### config.mk
export PLATFORM = sky130hd
export DESIGN_NAME = integer_to_radix_text_core
export DESIGN_NICKNAME = d
export VERILOG_FILES = /design/src/hw/rtl/itrt_pkg.sv /design/src/hw/rtl/itrt_ram.sv /design/src/hw/rtl/itrt_divider.sv /design/src/hw/rtl/integer_to_radix_text_core.sv
export SDC_FILE = /design/constraint.sdc
export NUM_CORES = 1
export LEC_CHECK = 0
export ABC_AREA = 1
export BUFFER_PORTS_ARGS = -buffer_cell sky130_fd_sc_hd__buf_2
export CORE_ASPECT_RATIO = 0.8
export CORE_UTILIZATION = 39
export CTS_CLUSTER_SIZE = 12
export DETAILED_ROUTE_END_ITERATION = 7
export PLACE_DENSITY = 0.61
export SLEW_MARGIN = 10
export SYNTH_ARGS = -nofsm -noshare
export SYNTH_HDL_FRONTEND = slang
export SYNTH_SLANG_ARGS = --single-unit
### constraint.sdc
create_clock -name clk_i -period 5.9 [get_ports clk_i]
set_input_delay 0 -clock clk_i [delete_from_list [all_inputs] [get_ports clk_i]]
set_output_delay 0 -clock clk_i [all_outputs]
set_load 0.02 [all_outputs]
### src/hw/rtl/itrt_pkg.sv
`default_nettype none
package itrt_pkg;

  localparam int unsigned VALUE_WIDTH_DEF = 64;
  localparam int unsigned RAW_WIDTH       = 64;
  localparam int unsigned RADIX_WIDTH     = 6;
  localparam int unsigned CHAR_WIDTH      = 8;

  localparam logic [CHAR_WIDTH-1:0]  CH_ZERO    = 8'h30;
  localparam logic [CHAR_WIDTH-1:0]  CH_LOWER_A = 8'h61;
  localparam logic [CHAR_WIDTH-1:0]  CH_MINUS   = 8'h2D;
  localparam logic [RADIX_WIDTH-1:0] DECIMAL    = 6'd10;
  localparam logic [RADIX_WIDTH-1:0] RADIX_MIN  = 6'd2;
  localparam logic [RADIX_WIDTH-1:0] RADIX_MAX  = 6'd36;

  // Status of the divider as seen by the sequencer.
  typedef struct packed {
    logic busy;
    logic done;
  } div_stat_t;

  function automatic logic [CHAR_WIDTH-1:0] digit_char(input logic [RADIX_WIDTH-1:0] d);
    logic [CHAR_WIDTH-1:0] ch;
    if (d < DECIMAL) begin
      ch = CH_ZERO + {2'b00, d};
    end else begin
      ch = CH_LOWER_A + {2'b00, d - DECIMAL};
    end
    return ch;
  endfunction

endpackage
`default_nettype wire

### src/hw/rtl/itrt_ram.sv
`default_nettype none
module itrt_ram #(
  parameter int unsigned WIDTH = 8,
  parameter int unsigned DEPTH = 64
) (
  input  wire logic                     clk_i,
  input  wire logic                     we_i,
  input  wire logic [$clog2(DEPTH)-1:0] waddr_i,
  input  wire logic [WIDTH-1:0]         wdata_i,
  input  wire logic                     re_i,
  input  wire logic [$clog2(DEPTH)-1:0] raddr_i,
  output logic      [WIDTH-1:0]         rdata_o
);

  logic [WIDTH-1:0] mem_q [DEPTH];

  always_ff @(posedge clk_i) begin
    if (we_i) begin
      mem_q[waddr_i] <= wdata_i;
    end
    if (re_i) begin
      rdata_o <= mem_q[raddr_i];
    end
  end

endmodule
`default_nettype wire

### src/hw/rtl/itrt_divider.sv
`default_nettype none
module itrt_divider
  import itrt_pkg::*;
#(
  parameter int unsigned VALUE_WIDTH = VALUE_WIDTH_DEF
) (
  input  wire logic                   clk_i,
  input  wire logic                   rst_ni,
  input  wire logic                   start_i,
  input  wire logic [VALUE_WIDTH-1:0] dividend_i,
  input  wire logic [RADIX_WIDTH-1:0] divisor_i,
  output div_stat_t                   stat_o,
  output logic      [VALUE_WIDTH-1:0] quotient_o,
  output logic      [RADIX_WIDTH-1:0] remainder_o
);

  localparam int unsigned CntW = $clog2(VALUE_WIDTH);

  logic [VALUE_WIDTH-1:0] quo_q;
  logic [RADIX_WIDTH-1:0] rem_q;
  logic [RADIX_WIDTH-1:0] div_q;
  logic [CntW-1:0]        cnt_q;
  logic                   busy_q;
  logic                   done_q;

  logic [RADIX_WIDTH:0] rem_sh;
  logic [RADIX_WIDTH:0] rem_sub;
  logic                 fits;

  // One restoring step: bring down the next dividend bit and try the divisor.
  always_comb begin
    rem_sh  = {rem_q, quo_q[VALUE_WIDTH-1]};
    fits    = rem_sh >= {1'b0, div_q};
    rem_sub = rem_sh - {1'b0, div_q};
  end

  always_ff @(posedge clk_i or negedge rst_ni) begin
    if (!rst_ni) begin
      busy_q <= 1'b0;
      done_q <= 1'b0;
      cnt_q  <= '0;
    end else begin
      done_q <= 1'b0;
      if (start_i) begin
        busy_q <= 1'b1;
        cnt_q  <= CntW'(VALUE_WIDTH - 1);
      end else if (busy_q) begin
        if (cnt_q == '0) begin
          busy_q <= 1'b0;
          done_q <= 1'b1;
        end else begin
          cnt_q <= cnt_q - 1'b1;
        end
      end
    end
  end

  always_ff @(posedge clk_i) begin
    if (start_i) begin
      quo_q <= dividend_i;
      rem_q <= '0;
      div_q <= divisor_i;
    end else if (busy_q) begin
      quo_q <= {quo_q[VALUE_WIDTH-2:0], fits};
      rem_q <= fits ? rem_sub[RADIX_WIDTH-1:0] : rem_sh[RADIX_WIDTH-1:0];
    end
  end

  assign stat_o.busy  = busy_q;
  assign stat_o.done  = done_q;
  assign quotient_o   = quo_q;
  assign remainder_o  = rem_q;

endmodule
`default_nettype wire

### src/hw/rtl/integer_to_radix_text_core.sv
// Converts one integer to ASCII text, most significant character first.
// Each digit is found in turn by the bit-serial divider and pushed onto a digit stack;
// the characters are then read back from the stack through the READ, LOAD and OUT states.
// The block takes one number at a time and is ready for the next only once the last
// character of the current number has been taken.
// Reset is asynchronous and active low; it returns the sequencer to idle.
`default_nettype none
module integer_to_radix_text_core
  import itrt_pkg::*;
#(
  parameter int unsigned VALUE_WIDTH = VALUE_WIDTH_DEF
) (
  input  wire logic                   clk_i,
  input  wire logic                   rst_ni,
  input  wire logic                   in_valid_i,
  output logic                        in_ready_o,
  input  wire logic [RAW_WIDTH-1:0]   raw_value_i,
  input  wire logic                   is_signed_i,
  input  wire logic [RADIX_WIDTH-1:0] radix_i,
  output logic                        out_valid_o,
  input  wire logic                   out_ready_i,
  output logic      [CHAR_WIDTH-1:0]  character_o,
  output logic                        last_o
);

  localparam int unsigned AddrW = $clog2(VALUE_WIDTH);
  localparam int unsigned CntW  = $clog2(VALUE_WIDTH + 1);

  typedef enum logic [2:0] {
    ST_IDLE,
    ST_DIV,
    ST_SIGN,
    ST_READ,
    ST_LOAD,
    ST_OUT
  } state_e;

  state_e                 state_q, state_d;
  logic [CntW-1:0]        count_q, count_d;
  logic                   sign_q, sign_d;
  logic                   valid_q, valid_d;
  logic [CHAR_WIDTH-1:0]  char_q, char_d;
  logic                   last_q, last_d;
  logic [RADIX_WIDTH-1:0] radix_q, radix_d;

  logic [VALUE_WIDTH-1:0] value;
  logic [VALUE_WIDTH-1:0] magnitude;
  logic [RADIX_WIDTH-1:0] radix_eff;
  logic                   negative;
  logic                   in_xfer;
  logic                   out_xfer;

  logic                   div_start;
  logic [VALUE_WIDTH-1:0] div_dividend;
  logic [RADIX_WIDTH-1:0] div_divisor;
  div_stat_t              div_stat;
  logic [VALUE_WIDTH-1:0] div_quotient;
  logic [RADIX_WIDTH-1:0] div_remainder;

  logic                   ram_we;
  logic                   ram_re;
  logic [CHAR_WIDTH-1:0]  ram_rdata;
  logic [CntW-1:0]        count_dec;

  assign in_ready_o = (state_q == ST_IDLE);
  assign in_xfer    = in_valid_i & in_ready_o;
  assign out_xfer   = valid_q & out_ready_i;
  assign count_dec  = count_q - 1'b1;

  always_comb begin
    value = raw_value_i[VALUE_WIDTH-1:0];
    if (radix_i < RADIX_MIN) begin
      radix_eff = RADIX_MIN;
    end else if (radix_i > RADIX_MAX) begin
      radix_eff = RADIX_MAX;
    end else begin
      radix_eff = radix_i;
    end
    negative  = is_signed_i && (radix_eff == DECIMAL) && value[VALUE_WIDTH-1];
    magnitude = negative ? (~value + 1'b1) : value;
  end

  always_comb begin
    state_d      = state_q;
    count_d      = count_q;
    sign_d       = sign_q;
    valid_d      = valid_q;
    char_d       = char_q;
    last_d       = last_q;
    radix_d      = radix_q;
    div_start    = 1'b0;
    div_dividend = div_quotient;
    div_divisor  = radix_q;
    ram_we       = 1'b0;
    ram_re       = 1'b0;

    unique case (state_q)
      ST_IDLE: begin
        if (in_xfer) begin
          div_start    = 1'b1;
          div_dividend = magnitude;
          div_divisor  = radix_eff;
          radix_d      = radix_eff;
          sign_d       = negative;
          count_d      = '0;
          state_d      = ST_DIV;
        end
      end
      ST_DIV: begin
        if (div_stat.done) begin
          ram_we  = 1'b1;
          count_d = count_q + 1'b1;
          if (div_quotient != '0) begin
            div_start = 1'b1;
          end else if (sign_q) begin
            char_d  = CH_MINUS;
            last_d  = 1'b0;
            valid_d = 1'b1;
            state_d = ST_SIGN;
          end else begin
            state_d = ST_READ;
          end
        end
      end
      ST_SIGN: begin
        if (out_xfer) begin
          valid_d = 1'b0;
          sign_d  = 1'b0;
          state_d = ST_READ;
        end
      end
      ST_READ: begin
        ram_re  = 1'b1;
        state_d = ST_LOAD;
      end
      ST_LOAD: begin
        char_d  = ram_rdata;
        last_d  = (count_q == CntW'(1));
        valid_d = 1'b1;
        state_d = ST_OUT;
      end
      ST_OUT: begin
        if (out_xfer) begin
          valid_d = 1'b0;
          count_d = count_dec;
          state_d = last_q ? ST_IDLE : ST_READ;
        end
      end
      default: begin
        state_d = ST_IDLE;
      end
    endcase
  end

  always_ff @(posedge clk_i or negedge rst_ni) begin
    if (!rst_ni) begin
      state_q <= ST_IDLE;
      count_q <= '0;
      sign_q  <= 1'b0;
      valid_q <= 1'b0;
      char_q  <= '0;
      last_q  <= 1'b0;
      radix_q <= RADIX_MIN;
    end else begin
      state_q <= state_d;
      count_q <= count_d;
      sign_q  <= sign_d;
      valid_q <= valid_d;
      char_q  <= char_d;
      last_q  <= last_d;
      radix_q <= radix_d;
    end
  end

  itrt_divider #(
    .VALUE_WIDTH(VALUE_WIDTH)
  ) u_divider (
    .clk_i       (clk_i),
    .rst_ni      (rst_ni),
    .start_i     (div_start),
    .dividend_i  (div_dividend),
    .divisor_i   (div_divisor),
    .stat_o      (div_stat),
    .quotient_o  (div_quotient),
    .remainder_o (div_remainder)
  );

  // Digits are stacked least significant first and read back in reverse.
  itrt_ram #(
    .WIDTH(CHAR_WIDTH),
    .DEPTH(VALUE_WIDTH)
  ) u_stack (
    .clk_i   (clk_i),
    .we_i    (ram_we),
    .waddr_i (count_q[AddrW-1:0]),
    .wdata_i (digit_char(div_remainder)),
    .re_i    (ram_re),
    .raddr_i (count_dec[AddrW-1:0]),
    .rdata_o (ram_rdata)
  );

  assign out_valid_o = valid_q;
  assign character_o = char_q;
  assign last_o      = last_q;

endmodule
`default_nettype wire

==> qor.yml, run 1 <==
timing:
  fmax_mhz: 284
  hold_slack_ps: 23.1
  fin_skew_ps: 26.1
  post-route-worst-setup-slack_ps: 2380
  fin_crit_sh_pct: 59.7
  setup_viol_count_final: 0
  setup_tns_ps: 0
  tightest_slew_ps: 1230
  relSlewSlack_pct: 18.3
  slew_violations: 0
  hold_violations: 0
  period_minus_slack_ps: 3520
  rsz0062_at_grt: "false"
synthesis:
  yosysTopAreaCellShare_pct: 59.8
  yosys.area_share.xor_xnor_pct: 1.18
  synthAdderAreaFrac_pct: 0.744
  synth_top_area_cell: "edfxtp_1"
  yosys-top-cells-area: "edfxtp_1 (60%), nor2_1 (8.4%), nand2_1 (7.8%)"
  ys_ff_latch: 631
  synth_top_family_by_area: "simple AND/OR/NAND/NOR gates"
  synthMuxAreaShare_pct: 0
  syn_inst: 2981
  yosysSeqAreaShare_pct: 63.2
  synth-compound-area-share_pct: 8.75
  yosysUniqueCellTypes: 46
  ys_warn_count: 0
  synthSimpleGateAreaFrac_pct: 21.5
  syn-mean-instance-area_um2: 9.93
  synth_area_um2: 29600
  syn_nets: 3073
setup_path:
  critPathRequiredTime_ps: 6130
  cp.arrival_ps: 3750
  startpoint_type: "flip-flop"
  path_max_fanout: 89
  worstSetupPathType: "flip-flop to flip-flop"
  critPathCaptureType: "flip-flop"
clock_network:
  htree_levels: 3
  clk_latency_ps: 610
  clkTransAtPathRegs_ps: 60
  clock_sinks: 631
  cts_tree: "done"
  post_cts_buffers: 0
  cts_root_buf: "clkbuf_16"
  numCtsBuffers: 67
  cts.path.max_buffers: 3
placement:
  portBuffers: 85
  dp_slack_ps: 2460
  hpwl_um: 50300
  gp_congestion: 0.931
  postPlaceCellArea_um2: 30800
  placed_cells: 3942
layout:
  drive_gt1_share_pct: 7.97
  nFillCells: 7087
  fin_cells: 4125
  area_delta_synth_final_pct: 13.1
  multi_input_comb_area_um2: 9660
  fin_util_pct: 45.0
  fin_nets: 3182
  regArea_um2: 18700
  antenna_cells: 0
  design_area_um2: 33500
global_route:
  grt_max_degree: 190
  grt_usage_pct: 21.0
  grt_pass1_vias: 20300
  antenna_found_initial: 0
  grt_pass1_wl_um: 124000
  grt_overflow: 0
power:
  total_power_mw: 18.6
  powerDensity_nw_per_um2: 555
  p_leak_nw: 12.1
  peakVddDrop_mv: 0.567
drt:
  drt_wl_total_um: 81900
  vias_per_cell: 5.34
  drt_iter0_drc: 2399
  ant_nets: 0
  dr.pass1.iters: 7
  drc: 0
  avgRoutedWirePerCell_um: 19.9
  via_count: 22000
die:
  io_pins: 86
  num_rows: 89
  fp.dieH_um: 248
  die_area_um2: 77000
  core_um2: 74400
  initial_core_util_pct: 39.8
  die_w_um: 310
run_status:
  status: "finished clean"
run:
  drv_cap: 0
hold_path:
  hp-class: "input pin to async pin"
## cell usage after synthesis (all sizes together)
cell type and n:
xor2 22, ha 16, nand3 211, a31oi 2
nand3b 4, nand4 30, a21oi 31, dfstp 1
inv 135, a21boi 1, fa 1, or2 3
o32ai 1, clkinv 1, nor3 8, xnor2 17
a22oi 1, o22ai 1, a31o 1, edfxtp 590
buf 102, o21bai 7, dfxtp 6, o21a 1
dfrtp 34, nand2 633, clkbuf 43, o21ai 294
o211ai 113, nor2 671
## path summary, 6_finish.rpt
check | from | end | slack (ps) | cells after the start
setup / recovery | count_q[0]$_DFFE_PN0P_ | u_stack.mem_q[27][6]$_DFFE_PP_ | 2380 | 3
hold / removal | rst_ni | u_divider.cnt_q[2]$_DFFE_PN0P_ | 20 | 2
setup reg to reg | count_q[0]$_DFFE_PN0P_ | u_stack.mem_q[27][6]$_DFFE_PP_ | 2380 | 3
hold reg to reg | character_o[7]$_DFFE_PN0P_ | character_o[7]$_DFFE_PN0P_ | 480 | 2
max in group asynchronous | rst_ni | count_q[0]$_DFFE_PN0P_ | 5270 | 2
min in group clk_i | raw_value_i[63] | u_divider.quotient_o[47]$_DFFE_PP_ | 120 | 4
## metal layers
layer	wire [um]	part of all wire [%]	up-vias	GRT usage [%]
met5	0	0	-	0
met4	1820	2.2	0	5.17
met3	6390	7.8	133	4.03
met2	34600	42	821	29.6
met1	39100	48	10600	32.9
li1	-	-	10400	-
## registers in the layout, indices dropped and copies added, names as in the netlist, 3 cells and up
name                   count
character_o                8
count_q                    7
radix_q                    6
state_q                    3
u_divider.cnt_q            6
u_divider.div_q            6
u_divider.quotient_o      64
u_divider.remainder_o      6
u_stack.mem_q            512
u_stack.rdata_o            8
## timing repair
item | CTS | global route
gates resized for setup | 0 | 0
hold buffers | 80 | 0
endpoints found under the hold margin | 114 | 0
## cell type report
| class | count | area share, % |
|---|---|---|
| Multi-Input combinational cell | 2069 | 28.8 |
| Timing Repair Buffer | 185 | 4.22 |
| Clock buffer | 85 | 5.30 |
| Clock inverter | 18 | 0.467 |
| Tap cell | 1001 | 3.74 |
| Inverter | 136 | 1.54 |
| Sequential cell | 631 | 55.9 |
## worst max-delay path, cell delays in order, from the launching register on
cell and delay (ps):
dfrtp_4 430, buf_4 710, nand4_1 1000, nor2_1 970
## cells by family after synthesis
kind of cell             after synthesis
XOR/XNOR                              39
adder cells (fa/ha/maj)               17
AO/OA/AOI/OAI                        453
buffers and inverters                281
flip-flops                           631
AND/OR/NAND/NOR                     1560
## cells in the final DEF (no fill, tap or decap), types with 3 or more instances in the layout
cell type,n
nand3_2,3
nor2_4,4
clkinv_1,6
o21bai_1,7
o211ai_1,113
nand4_1,30
inv_2,11
nand2_1,617
clkbuf_1,16
inv_6,5
or2_2,3
o21ai_1,19
nor2_1,661
buf_12,3
nand3_1,208
nand2_2,14
buf_4,17
nand3b_1,3
dfrtp_1,33
a21oi_1,29
nor2_2,5
ha_1,15
clkbuf_16,68
xor2_1,20
dlygate4sd3_1,80
xnor2_1,16
o21ai_4,4
inv_1,123
dfxtp_1,6
clkinv_2,4
buf_2,85
o21ai_0,271
nor3_1,6
edfxtp_1,590
## report_power, final
group / leakage (nW) / switching, mW / total [mW] / internal (mW)
clock network: 0.941 / 1.71 / 3.88 / 2.17
logic: 5.22 / 5.63 / 7.42 / 1.78
registers: 5.90 / 0.286 / 7.29 / 7.00
(Power assumes the default switching activity.)
==> run 2: changes to the inputs <==
- clock period: 5.9 -> 3 ns (I/O delays scaled with it)
==> qor.yml, run 2 (synthesis gave the netlist of run 1 again) <==
clock_network:
  cts_tree: "done"
  post_cts_buffers: 0  # unchanged
  clock_sinks: 631  # unchanged
  htree_levels: 3  # unchanged
  clkTransAtPathRegs_ps: 60  # about the same
  cts-resized-gates: 0  # unchanged
  clk_latency_ps: 610  # about the same
  numCtsBuffers: 67  # unchanged
  cts.path.max_buffers: 3  # unchanged
  cts_root_buf: "clkbuf_16"
placement:
  postPlaceCellArea_um2: 31700  # +3.2%
  hpwl_um: 53200  # +5.8%
  gp_congestion: 0.995  # +6.9%
  placed_cells: 4036  # +2.4%
  portBuffers: 85  # unchanged
run_status:
  status: "finished clean"
setup_path:
  critPathMostFrequentCell: "nand3_1"
  critPathRequiredTime_ps: 3350  # -2780 ps
  cp_slowest_cell: "dfrtp_1"
  critPathCaptureType: "flip-flop"
  path_max_fanout: 65  # -27%
  slowest_delay_ps: 440  # -560 ps
  worstSetupPathType: "flip-flop to flip-flop"
  worstPathCellList: "inv_1 -> ha_4 -> buf_12 -> buf_12 -> a21oi_1 -> o21ai_0 -> o211ai_1 -> nand3_1 -> nand3_1 -> nand3_1 -> nand2_1"
  startpoint_type: "flip-flop"
  cp.arrival_ps: 2920  # -830 ps
layout:
  antenna_cells: 0  # unchanged
  regMostFlops: "u_stack.mem_q"
  final_common_cell: "nor2_1"
  design_area_um2: 34500  # +2.9%
  nFillCells: 6977  # -1.6%
  area_delta_synth_final_pct: 16.5
  largest_reg_flops: 512  # unchanged
  drive_gt1_share_pct: 10.6  # +2.6 points
  fin_util_pct: 46.4  # +1.3 points
  fin_cells: 4220  # +2.3%
  fin_nets: 3274  # +2.9%
  final_cell_mix: "nor2_1 (661), nand2_1 (617), edfxtp_1 (590)"
drt:
  drc: 0  # unchanged
  vias_per_cell: 5.29  # -1.0%
  drt_wl_total_um: 82800  # +1.2%
  ant_nets: 0  # unchanged
  drt_iter0_drc: 2907  # +21%
  via_count: 22300  # +1.3%
  avgRoutedWirePerCell_um: 19.6  # -1.1%
  dr.pass1.iters: 7  # unchanged
run:
  drv_cap: 0  # unchanged
global_route:
  grt_pass1_wl_um: 126000  # +1.4%
  grt_usage_pct: 21.4  # +0.37 points
  antenna_found_initial: 3  # +3
  grt_max_degree: 161  # -15%
  grt_overflow: 0  # unchanged
  grt_pass1_vias: 20800  # +2.5%
die:
  num_rows: 89  # unchanged
  initial_core_util_pct: 39.8  # unchanged
  io_pins: 86  # unchanged
  fp.dieH_um: 248  # unchanged
  core_um2: 74400  # unchanged
  die_w_um: 310  # unchanged
  die_area_um2: 77000  # unchanged
power:
  powerDensity_nw_per_um2: 1100  # +98%
  total_power_mw: 37.9  # +100%
  p_leak_nw: 12.7  # +4.9%
  peakVddDrop_mv: 1.48  # +160%
timing:
  hold_slack_ps: 42.0  # +18.9 ps
  tightest_slew_ps: 1040  # -189 ps
  period_minus_slack_ps: 2570  # -950 ps
  fmax_mhz: 389  # +37%
  slew_violations: 0  # unchanged
  fin_crit_sh_pct: 85.7  # +26 points
  fin_skew_ps: 31.3  # +5.13 ps
  setup_viol_count_final: 0  # unchanged
  relSlewSlack_pct: 30.6  # +12 points
  hold_violations: 0  # unchanged
  rsz0062_at_grt: "false"
hold_path:
  hp-class: "input pin to async pin"
-- run 2: changes by cell type in the layout (fill, tap and decap cells not counted), sizes merged --
cell,before,now
buf,105,199
bufinv,1,3
clkbuf,85,89
clkinv,12,13
clkinvlp,1,0
dlygate4sd3,80,78
inv,140,137
-- run 2: per-stage QoR --
step | setup TNS, ps | setup slack, ps
2_1_floorplan | -14510 | -64.7
3_3_place_gp | 0 | 435
3_5_place_dp | 0 | 431
4_1_cts | 0 | 412
5_1_grt | 0 | 279
6_report | 0 | 429
-- run 2: where the power goes --
part           leakage [nW]  internal, mW  switching, mW
clock                 0.957          4.46           3.27
combinational          5.80          4.57           11.3
sequential             5.90          13.7          0.574
-- run 2: cell type report --
class	instances	area (um^2)	area share (%)
sequential	631	18700	54.3
multi-input combinational	2069	9660	28.0
timing repair buffer	277	2360	6.85
clock buffer	89	1810	5.25
tap	1001	1250	3.63
inverter	136	515	1.50
clock inverter	17	156	0.454
-- run 2: worst paths after layout --
kind / startpoint / to / slack (ps) / depth (start not counted)
setup / recovery: count_q[1]$_DFFE_PN0P_ / u_stack.rdata_o[2]$_DFFE_PP_ / 430 / 11
hold / removal: rst_ni / u_divider.cnt_q[1]$_DFFE_PN0P_ / 40 / 2
setup reg to reg: count_q[1]$_DFFE_PN0P_ / u_stack.rdata_o[2]$_DFFE_PP_ / 430 / 11
hold reg to reg: radix_q[1]$_DFF_PN1_ / radix_q[1]$_DFF_PN1_ / 470 / 2
max in group asynchronous: rst_ni / count_q[0]$_DFFE_PN0P_ / 2340 / 2
min in group clk_i: raw_value_i[63] / u_divider.quotient_o[61]$_DFFE_PP_ / 140 / 4
-- run 2: routing by layer --
metal / track usage [%] / share of wire [%] / vias to the layer above
met5: 0 / 0.048 / -
met4: 5.17 / 2.2 / 6
met1: 32.3 / 47 / 10700
li1: - / - / 10600
met3: 6.58 / 10 / 135
met2: 29.6 / 41 / 859
-- run 2: timing repair --
| action | CTS | global route |
|---|---|---|
| endpoints found under the hold margin | 117 | 0 |
| hold buffers | 78 | 0 |
| setup endpoints to repair | 0 | 0 |
-- run 2: critical path: cells and delay by family, from the launching register on --
kind | cells | cell delay (ps)
adder cells (fa/ha/maj) | 1 | 360
AND/OR/NAND/NOR | 4 | 510
flip-flops | 1 | 440
AO/OA/AOI/OAI | 3 | 340
buffers and inverters | 3 | 670
